**config.mk**
```make
export PLATFORM = sky130hd
export DESIGN_NAME = dual_queue_shared_array
export DESIGN_NICKNAME = d
export VERILOG_FILES = /design/src/rtl/dqsa_pkg.sv /design/src/rtl/dqsa_ctrl.sv /design/src/rtl/dqsa_dpath.sv /design/src/rtl/dual_queue_shared_array.sv
export SDC_FILE = /design/constraint.sdc
export NUM_CORES = 1
export LEC_CHECK = 0
export ABC_AREA = 0
export BUFFER_PORTS_ARGS = -buffer_cell sky130_fd_sc_hd__buf_2
export CORE_MARGIN = 3
export CORE_UTILIZATION = 36
export DETAILED_ROUTE_END_ITERATION = 8
export GPL_ROUTABILITY_DRIVEN = 0
export PLACE_DENSITY = 0.61
export SLEW_MARGIN = 40
export SYNTH_ARGS = -nofsm -noshare
export SYNTH_HDL_FRONTEND = slang
export SYNTH_SLANG_ARGS = --single-unit
```
**constraint.sdc**
```tcl
create_clock -name clk -period 8.9 [get_ports clk]
set_clock_uncertainty 0.05 [all_clocks]
set_input_delay 0 -clock clk [delete_from_list [all_inputs] [get_ports clk]]
set_output_delay 0 -clock clk [all_outputs]
set_load 0.01 [all_outputs]
```
**src/rtl/dqsa_pkg.sv**
```systemverilog
package dqsa_pkg;

	// Defaults for the top level parameters
	localparam int DEPTH_DEF      = 16;
	localparam int DATA_WIDTH_DEF = 32;

	// Width of the data ports
	localparam int OUT_W = 32;

	// Operation codes
	typedef enum logic [1:0] {
		MODE_ENQ  = 2'd0,
		MODE_DEQ  = 2'd1,
		MODE_PEEK = 2'd2
	} mode_t;

	// Queue select codes
	typedef enum logic {
		SEL_LEFT  = 1'b0,
		SEL_RIGHT = 1'b1
	} qsel_t;

	// Result status codes
	typedef enum logic [1:0] {
		ST_OK       = 2'd0,
		ST_OVERFLOW = 2'd1,
		ST_EMPTY    = 2'd2
	} status_t;

	// Controller states
	typedef enum logic {
		S_IDLE = 1'b0,
		S_RESP = 1'b1
	} state_t;

	// Commands from controller to datapath
	typedef struct packed {
		logic load;
		logic respond;
	} cmd_t;

endpackage

```
**src/rtl/dqsa_ctrl.sv**
```systemverilog
module dqsa_ctrl (
	input  logic              clk,
	input  logic              arst_n,
	input  logic              start,
	output logic              busy,
	output logic              done,
	output dqsa_pkg::cmd_t    cmd
);

	dqsa_pkg::state_t state_q;
	dqsa_pkg::state_t state_d;

	// State register
	always_ff @(posedge clk or negedge arst_n) begin
		if (!arst_n) begin
			state_q <= dqsa_pkg::S_IDLE;
		end else begin
			state_q <= state_d;
		end
	end

	// Next state and commands
	always_comb begin
		state_d     = state_q;
		cmd.load    = 1'b0;
		cmd.respond = 1'b0;
		busy        = 1'b0;
		done        = 1'b0;
		unique case (state_q)
			dqsa_pkg::S_IDLE: begin
				if (start) begin
					cmd.load = 1'b1;
					state_d  = dqsa_pkg::S_RESP;
				end
			end
			dqsa_pkg::S_RESP: begin
				busy        = 1'b1;
				done        = 1'b1;
				cmd.respond = 1'b1;
				state_d     = dqsa_pkg::S_IDLE;
			end
			default: begin
				state_d = dqsa_pkg::S_IDLE;
			end
		endcase
	end

endmodule

```
**src/rtl/dqsa_dpath.sv**
```systemverilog
module dqsa_dpath #(
	parameter int DEPTH      = dqsa_pkg::DEPTH_DEF,
	parameter int DATA_WIDTH = dqsa_pkg::DATA_WIDTH_DEF
) (
	input  logic                               clk,
	input  logic                               arst_n,
	input  dqsa_pkg::cmd_t                     cmd,
	input  logic                               queue_select,
	input  logic [1:0]                         mode,
	input  logic signed [dqsa_pkg::OUT_W-1:0]  data_in,
	output logic [1:0]                         status,
	output logic signed [dqsa_pkg::OUT_W-1:0]  data_out,
	output logic                               left_empty,
	output logic                               right_empty,
	output logic                               array_full
);

	localparam int AW = (DEPTH > 1) ? $clog2(DEPTH) : 1;
	localparam int CW = $clog2(DEPTH + 1);
	localparam logic [AW-1:0]   TOP_IDX = AW'(DEPTH - 1);
	localparam logic [CW:0]     DEPTH_X = (CW + 1)'(DEPTH);

	// Shared store, no reset: entries reach the output only after being written
	logic [DATA_WIDTH-1:0] mem [DEPTH];

	// Left queue: rear count (entries written since it was last empty) and front index; right queue likewise from the top
	logic [CW-1:0] lcnt_q, rcnt_q, lcnt_d, rcnt_d;
	logic [AW-1:0] lf_q, rf_q, lf_d, rf_d;

	logic                  wr_en;
	logic [AW-1:0]         wr_addr;
	logic [AW-1:0]         rd_addr;
	logic [DATA_WIDTH-1:0] wr_data;
	logic [DATA_WIDTH-1:0] rd_data_q;
	logic                  rd_ok_d, rd_ok_q;
	dqsa_pkg::status_t     status_d, status_q;
	logic [dqsa_pkg::OUT_W-1:0] rd_ext;
	logic                  full;

	// Fit the port data to the store width and back
	generate
		if (DATA_WIDTH <= dqsa_pkg::OUT_W) begin : g_wr_narrow
			assign wr_data = data_in[DATA_WIDTH-1:0];
		end else begin : g_wr_wide
			assign wr_data = {{(DATA_WIDTH - dqsa_pkg::OUT_W){1'b0}}, data_in};
		end
		if (DATA_WIDTH >= dqsa_pkg::OUT_W) begin : g_rd_wide
			assign rd_ext = rd_data_q[dqsa_pkg::OUT_W-1:0];
		end else begin : g_rd_narrow
			assign rd_ext = {{(dqsa_pkg::OUT_W - DATA_WIDTH){1'b0}}, rd_data_q};
		end
	endgenerate

	// Flags follow the pointer registers
	assign full        = ({1'b0, lcnt_q} + {1'b0, rcnt_q}) >= DEPTH_X;
	assign left_empty  = (lcnt_q == '0);
	assign right_empty = (rcnt_q == '0);
	assign array_full  = full;

	// Decode the operation and work out the next pointers
	always_comb begin
		lcnt_d   = lcnt_q;
		rcnt_d   = rcnt_q;
		lf_d     = lf_q;
		rf_d     = rf_q;
		wr_en    = 1'b0;
		wr_addr  = lcnt_q[AW-1:0];
		rd_addr  = (queue_select == dqsa_pkg::SEL_RIGHT) ? rf_q : lf_q;
		rd_ok_d  = 1'b0;
		status_d = dqsa_pkg::ST_OK;
		unique case (mode)
			dqsa_pkg::MODE_ENQ: begin
				if (full) begin
					status_d = dqsa_pkg::ST_OVERFLOW;
				end else if (queue_select == dqsa_pkg::SEL_LEFT) begin
					wr_en   = 1'b1;
					wr_addr = lcnt_q[AW-1:0];
					lcnt_d  = lcnt_q + CW'(1);
				end else begin
					wr_en   = 1'b1;
					wr_addr = TOP_IDX - rcnt_q[AW-1:0];
					rcnt_d  = rcnt_q + CW'(1);
				end
			end
			dqsa_pkg::MODE_DEQ, dqsa_pkg::MODE_PEEK: begin
				if (queue_select == dqsa_pkg::SEL_LEFT) begin
					if (lcnt_q == '0) begin
						status_d = dqsa_pkg::ST_EMPTY;
					end else begin
						rd_ok_d = 1'b1;
						if (mode == dqsa_pkg::MODE_DEQ) begin
							// Drop back to the empty marker once the front passes the rear
							if ((CW'(lf_q) + CW'(1)) == lcnt_q) begin
								lcnt_d = '0;
								lf_d   = '0;
							end else begin
								lf_d = lf_q + AW'(1);
							end
						end
					end
				end else begin
					if (rcnt_q == '0) begin
						status_d = dqsa_pkg::ST_EMPTY;
					end else begin
						rd_ok_d = 1'b1;
						if (mode == dqsa_pkg::MODE_DEQ) begin
							if (((CW + 1)'(rf_q) + (CW + 1)'(rcnt_q)) <= DEPTH_X) begin
								rcnt_d = '0;
								rf_d   = TOP_IDX;
							end else begin
								rf_d = rf_q - AW'(1);
							end
						end
					end
				end
			end
			default: begin
				status_d = dqsa_pkg::ST_OK;
			end
		endcase
	end

	// Pointer registers
	always_ff @(posedge clk or negedge arst_n) begin
		if (!arst_n) begin
			lcnt_q <= '0;
			rcnt_q <= '0;
			lf_q   <= '0;
			rf_q   <= TOP_IDX;
		end else if (cmd.load) begin
			lcnt_q <= lcnt_d;
			rcnt_q <= rcnt_d;
			lf_q   <= lf_d;
			rf_q   <= rf_d;
		end
	end

	// Store write and registered read
	always_ff @(posedge clk) begin
		if (cmd.load && wr_en) begin
			mem[wr_addr] <= wr_data;
		end
		if (cmd.load) begin
			rd_data_q <= mem[rd_addr];
		end
	end

	// Hold the result fields for the response cycle
	always_ff @(posedge clk) begin
		if (cmd.load) begin
			status_q <= status_d;
			rd_ok_q  <= rd_ok_d;
		end
	end

	assign status   = status_q;
	assign data_out = (cmd.respond && rd_ok_q) ? rd_ext : '0;

endmodule

```
**src/rtl/dual_queue_shared_array.sv**
```systemverilog
// Two FIFO queues in one store of DEPTH entries: the left queue fills upward from
// entry 0, the right one downward from the top, and neither wraps. An operation is
// taken when start is high and busy is low; its result appears on the result ports
// with done high for exactly one cycle, the cycle right after the transfer, and is
// not held, so the receiver must take it then. The controller holds busy high
// through the result cycle, so a new operation is not taken until its result
// has been shown. A freed entry is reused only after its queue drains empty.
module dual_queue_shared_array #(
	parameter int DEPTH      = dqsa_pkg::DEPTH_DEF,
	parameter int DATA_WIDTH = dqsa_pkg::DATA_WIDTH_DEF
) (
	input  logic                               clk,
	input  logic                               arst_n,
	input  logic                               start,
	output logic                               busy,
	input  logic                               queue_select,
	input  logic [1:0]                         mode,
	input  logic signed [dqsa_pkg::OUT_W-1:0]  data_in,
	output logic                               done,
	output logic [1:0]                         status,
	output logic signed [dqsa_pkg::OUT_W-1:0]  data_out,
	output logic                               left_empty,
	output logic                               right_empty,
	output logic                               array_full
);

	dqsa_pkg::cmd_t cmd;

	// Sequence each transfer
	dqsa_ctrl u_ctrl (
		.clk    (clk),
		.arst_n (arst_n),
		.start  (start),
		.busy   (busy),
		.done   (done),
		.cmd    (cmd)
	);

	// Pointers, store and result fields
	dqsa_dpath #(
		.DEPTH      (DEPTH),
		.DATA_WIDTH (DATA_WIDTH)
	) u_dpath (
		.clk          (clk),
		.arst_n       (arst_n),
		.cmd          (cmd),
		.queue_select (queue_select),
		.mode         (mode),
		.data_in      (data_in),
		.status       (status),
		.data_out     (data_out),
		.left_empty   (left_empty),
		.right_empty  (right_empty),
		.array_full   (array_full)
	);

endmodule

```
; ---- Yosys cells after proc, flatten, opt, wreduce, memory -nomap -nowiden
; Memory sizes are Yosys's and may differ from the RTL's. A register that Yosys moved wholly into a read port is not among the register bits.
; Index checks and enable logic that the tools add are counted.
; Widths: inputs -> output; s select.
[classes]
n_addsub = 8
n_lt_le_gt_ge = 2
n_eq_ne = 13
n_mux = 37
bitwise = 4
reduce_logical = 11
[op_table]
columns = op, n
row1 = $mux 5, 12
row2 = $mux 32, 1
row3 = $mux 4, 6
row4 = $pmux 5 s2, 2
row5 = $reduce_and 8->1, 2
row6 = $ne 2x2->1 const B, 7
row7 = $mux 1, 11
row8 = $add 5x1->5 const B, 2
row9 = $logic_not 5->1, 2
row10 = $reduce_and 5->1, 2
row11 = $add 4x5->6, 1
row12 = $add 5x5->6, 1
row13 = $ge 6x5->1 const B, 1
row14 = $le 6x5->1 const B, 1
row15 = $mux 2, 3
row16 = $ne 2x1->1 const B, 3
row17 = $add 4x1->5 const B, 1
row18 = $eq 5x5->1, 1
row19 = $add 4x1->4 const B, 1
row20 = $not 1->1, 4
row21 = $pmux 2 s2, 1
row22 = $sub 4x1->4 const B, 1
row23 = $sub 4x4->4 const A, 1
row24 = $eq 2x1->1 const B, 1
row25 = other kinds (6), 7
[word_totals]
register_bits = 22
ramBits = 512
inputBits = 38
output_inout_bits = 39
word_cells = 83
memories = 1
[mem_list]
columns = memory, words, width, read_ports, rd_ports_with_merged_regs, write_ports, line
row1 = u_dpath.mem, 16, 32, 1, 1, 1, dqsa_dpath.sv:24  ; logic [DATA_WIDTH-1:0] mem [DEPTH];

; ---- Logic depth before layout (Yosys ltp)
[depth]
ltp_word = 7
depth_mapped = 9
mapped_depth_nobuf = 8

; ---- Cells and area by module
; Synthesis repeated with hierarchy kept, for this count alone.
[unflattened]
cells_unflattened = 1178
hier_area_um2 = 22818.1
[by_module_without_submodules]
columns = module, instances, cells_per_inst, area_per_inst_um2, seq_area_each_um2
row1 = dqsa_dpath, 1, 1173, 22756.8, 16881.2
row2 = dqsa_ctrl, 1, 5, 61.3, 25.0

; ---- Worst setup path after synthesis
; Ideal clock, no wire load.
[synth_path]
kind = reg2reg
startpoint = reg u_ctrl.state_q
endpoint = mem u_dpath.mem[3][0] (netlist name) (enable)
setup_ns = 0.432
arrival_time_ns = 4.532
slack_ns = 3.886
stages_incl_launch_ff = 5
n_path_buf = 1
synth_period_minus_slack_ns = 5.014
cell_sequence = dfrtp_1 > nor2b_1 > nand3_1 > clkbuf_1 > a21oi_1
[synth_via]
elab_chain_len = 4
[synth_rtl]
columns = item, line
row1 = "start, declared", dqsa_ctrl.sv:10  ; dqsa_pkg::state_t state_q;
row2 = "start signal, assigned", dqsa_ctrl.sv:16  ; state_q <= dqsa_pkg::S_IDLE;
row3 = "start signal, assigned", dqsa_ctrl.sv:18  ; state_q <= state_d;
row4 = $mux 1, dqsa_ctrl.sv:29  ; unique case (state_q)
row5 = $logic_and 1x1->1, dqsa_dpath.sv:140  ; if (cmd.load && wr_en) begin
row6 = $mux 1, dqsa_dpath.sv:140
row7 = $mux 1 (not written as such), dqsa_dpath.sv:141  ; mem[wr_addr] <= wr_data;
row8 = "end, declared", dqsa_dpath.sv:24
; Every way passes these cells.

; ---- Worst setup path after layout
[layout_path]
startpoint = reg u_dpath.lcnt_q[2]
endpoint = mem u_dpath.mem[2][2] (netlist name) (enable)
[layout_via]
elab_chain_len = 7
word_cells_on_any_way = 10
cone_classes = add/sub: 1 / order compare: 1 / mux: 7 / reduce/logical: 1
[layout_rtl]
columns = item, line
row1 = "start, declared", dqsa_dpath.sv:27  ; logic [CW-1:0] lcnt_q, rcnt_q, lcnt_d, rcnt_d;
row2 = "start signal, assigned", dqsa_dpath.sv:131  ; lcnt_q <= lcnt_d;
row3 = $add 5x5->6, dqsa_dpath.sv:55  ; assign full = ({1'b0, lcnt_q} + {1'b0, rcnt_q}) >= DEPTH_X;
row4 = $ge 6x5->1, dqsa_dpath.sv:55
row5 = $mux 1, dqsa_dpath.sv:73  ; if (full) begin
row6 = $mux 1, dqsa_dpath.sv:71  ; unique case (mode)
row7 = $logic_and 1x1->1, dqsa_dpath.sv:140
row8 = $mux 1, dqsa_dpath.sv:140
row9 = $mux 1 (not written as such), dqsa_dpath.sv:141
; Parallel ways exist; a longest one is shown, timed or not.

==> out/results.ini <==
[route]
vias_per_cell = 5.25
wl_mm = 49.5
drc = 0
postRouteAntennaNets = 0
avgRoutedWirePerCell_um = 22.6
vias = 11500
drtIter0Drc = 1056
drt_pre_antenna_iters = 5

[floorplanning]
ios = 77
core_um2 = 61900
dieArea_um2 = 65900
die_y_um = 257
rows = 91
die_x_um = 257
start_util_pct = 36.5

[sta]
hold_viol = 0
clock.fmax_mhz = 283
fin_crit_sh_pct = 39.7
worst_pin_slew_ps = 763
setup_viol = 0
rsz0062_at_grt = no
relSlewSlack_pct = 49.1
tns_ps = 0
finalCriticalPeriod_ps = 3530
slew_viol_final = 0

[synth]
async_flop_share_pct = 3.36
yosysMostFrequentCell = edfxtp_1
ys.flop_type = edfxtp_1
syn_avg_cell_area_um2 = 19.2
synth_nets = 1236
synth-edff-count = 547
yosysTopAreaCell = edfxtp_1
ys_types = 48
ys_warn_count = 0
synth_top_area_share_pct = 72.6
synthCells = 1178
synth_area_um2 = 22600
ys_seq_elements = 566
yosys-top-cells-area = edfxtp_1 73%, mux4_2 13%, dfrtp_1 1.7%
synth_common_cells = 547 x edfxtp_1, 128 x mux4_2, 75 x nand2_1, 43 x clkbuf_1
synth_seq_area_share_pct = 74.7

[grt]
antenna_found_initial = 2
grt_pass1_vias = 12100
grt_pass1_wl_mm = 76.2
grt_max_degree = 129
grt_use_total_pct = 15.1
overflow = 0

[critical_path]
crit_required_ps = 9120
path_delay_family = compound AO/OA/AOI/OAI gates
crit_chain = ha_1, a21oi_1, a21bo_2, and3_1, nand4_1, a21oi_4, buf_4
cp_data_arrival_time_ps = 3760
cpMaxStageDelayCell = a21oi_4
r2r_start = u_dpath.lcnt_q[2]
cpPeakStageDelay_ps = 670
end_kind = register
startpoint = u_dpath.lcnt_q[2]
path_class = register to register
start_kind = register
path_buf_inv = 1
crit_fanout = 17

[layout]
fin_area_um2 = 26300
drive_above_1_share_pct = 25.2
utilization_pct = 42.5
final_cells = 2193
area_growth_pct = 16.3
fin_nets = 1367

[run_status]
outcome = finished, final reports clean

[pwr]
power.density_nw_per_um2 = 257
power_leakage_nw = 8.57
vdd_drop_max_mv = 0.152

[clock_tree]
cts_tree = yes
htreeDepth = 2
cts_resized = 0
clock_latency_ps = 590
root_buffer = clkbuf_16
clkSinkCount = 566
clock_path_buffers = 3
clk_pin_slew_ps = 60
cts_buffers = 56

[placement]
portBuffers = 76
dpl.hpwl_mm = 26.8
dp_cells = 2047
place_area_um2 = 24200

[worst_hold_path]
hp-start = start
hold_path.class = input port to register

[run]
maxCapViolations = 0

[stage by stage]
step,total power (W),hold WS [ps],worst slack [ps]
after floorplan,0.00427,-346,3890
after global placement,0.00459,-58.7,5080
after detailed placement,0.00462,-63.3,4980
after CTS,0.00681,68.1,4980
after global routing,0.00707,82.7,5090
final,0.00675,74.8,5370
[final timing paths]
| kind | endpoint | slack (ps) | depth (start not counted) |
|---|---|---|---|
| max in group asynchronous | u_dpath.lcnt_q[1] | 7970 | 4 |
| min in group asynchronous | u_dpath.rf_q[1] | 440 | 3 |
| hold / removal | u_ctrl.state_q | 70 | 3 |
| setup / recovery | u_dpath.mem[2][2] | 5370 | 7 |
| hold reg to reg | u_dpath.rf_q[3] | 530 | 2 |
| setup reg to reg | u_dpath.mem[2][2] | 5370 | 7 |
[cell usage in the layout (no fill, tap or decap), types with 8 or more instances in the layout]
master,netlist,final
ha_1,19,19
a31oi_1,36,36
and2_1,35,35
mux4_2,128,128
clkbuf_1,43,11
clkinv_1,0,20
dlygate4sd3_1,0,37
a21oi_1,23,10
a21oi_4,0,13
nor3_1,8,8
nor2_1,26,23
and3_1,36,36
nand2_1,75,75
clkinv_2,0,10
clkbuf_16,0,56
dfrtp_1,15,15
buf_4,6,23
nand3_1,27,26
buf_2,13,77
a211oi_1,34,34
nand4_1,14,14
edfxtp_1,547,547
inv_1,18,18
o21ai_0,9,9
[sequential cells by signal, indices dropped and copies added (netlist names)]
name	count
u_dpath.rf_q	4
u_dpath.rd_ok_q	1
u_dpath.rd_data_q	32
u_dpath.status	2
u_dpath.lf_q	4
u_dpath.mem	512
u_ctrl.state_q	1
u_dpath.lcnt_q	5
u_dpath.rcnt_q	5
[kinds of logic (layout without fill, tap and decap cells)]
| group | after synthesis | after routing | synth area share (%) |
|---|---|---|---|
| AO/OA/AOI/OAI | 122 | 122 | 3.53 |
| XOR/XNOR | 5 | 5 | 0.194 |
| adder cells (fa/ha/maj) | 20 | 20 | 1.14 |
| buffers and inverters | 89 | 266 | 1.88 |
| flip-flops | 566 | 566 | 74.7 |
| multiplexers | 136 | 136 | 13.1 |
| other | 0 | 1 | 0 |
| AND/OR/NAND/NOR | 240 | 240 | 5.39 |
[per-layer routing]
layer	GRT usage, %	vias to the layer above	routed length (um)
met3	2.35	74	2430
met1	20.7	6085	21700
met4	3.76	2	859
met2	25.4	291	24500
met5	0	-	13
li1	-	5070	-
[what timing repair did]
action,in CTS,in global routing
hold buffers,38,0
buffers inserted,0,0
hold endpoints to repair,535,0
[worst reg2reg max path: stages, from the launching register on]
cell	delay [ps]
dfrtp_1	660
ha_1	350
a21oi_1	170
a21bo_2	170
and3_1	490
nand4_1	260
a21oi_4	670
buf_4	400
[area by class of cell]
type | count | area, um2
Fill cell | 5450 | 35600
Sequential cell | 566 | 16900
Timing Repair Buffer | 144 | 1060
Multi-Input combinational cell | 523 | 5530
Tap cell | 837 | 1050
Clock buffer | 68 | 1460
Clock inverter | 36 | 225
Inverter | 18 | 67.6
Antenna cell | 1 | 2.50
[where the power goes]
part	switching, W	leakage, nW	internal (W)
Clock	0.000960	0.821	0.00122
Combinational	0.000763	2.62	0.000726
Sequential	0.0000856	5.13	0.00300
No activity file was read; power rests on OpenSTA's default activity.
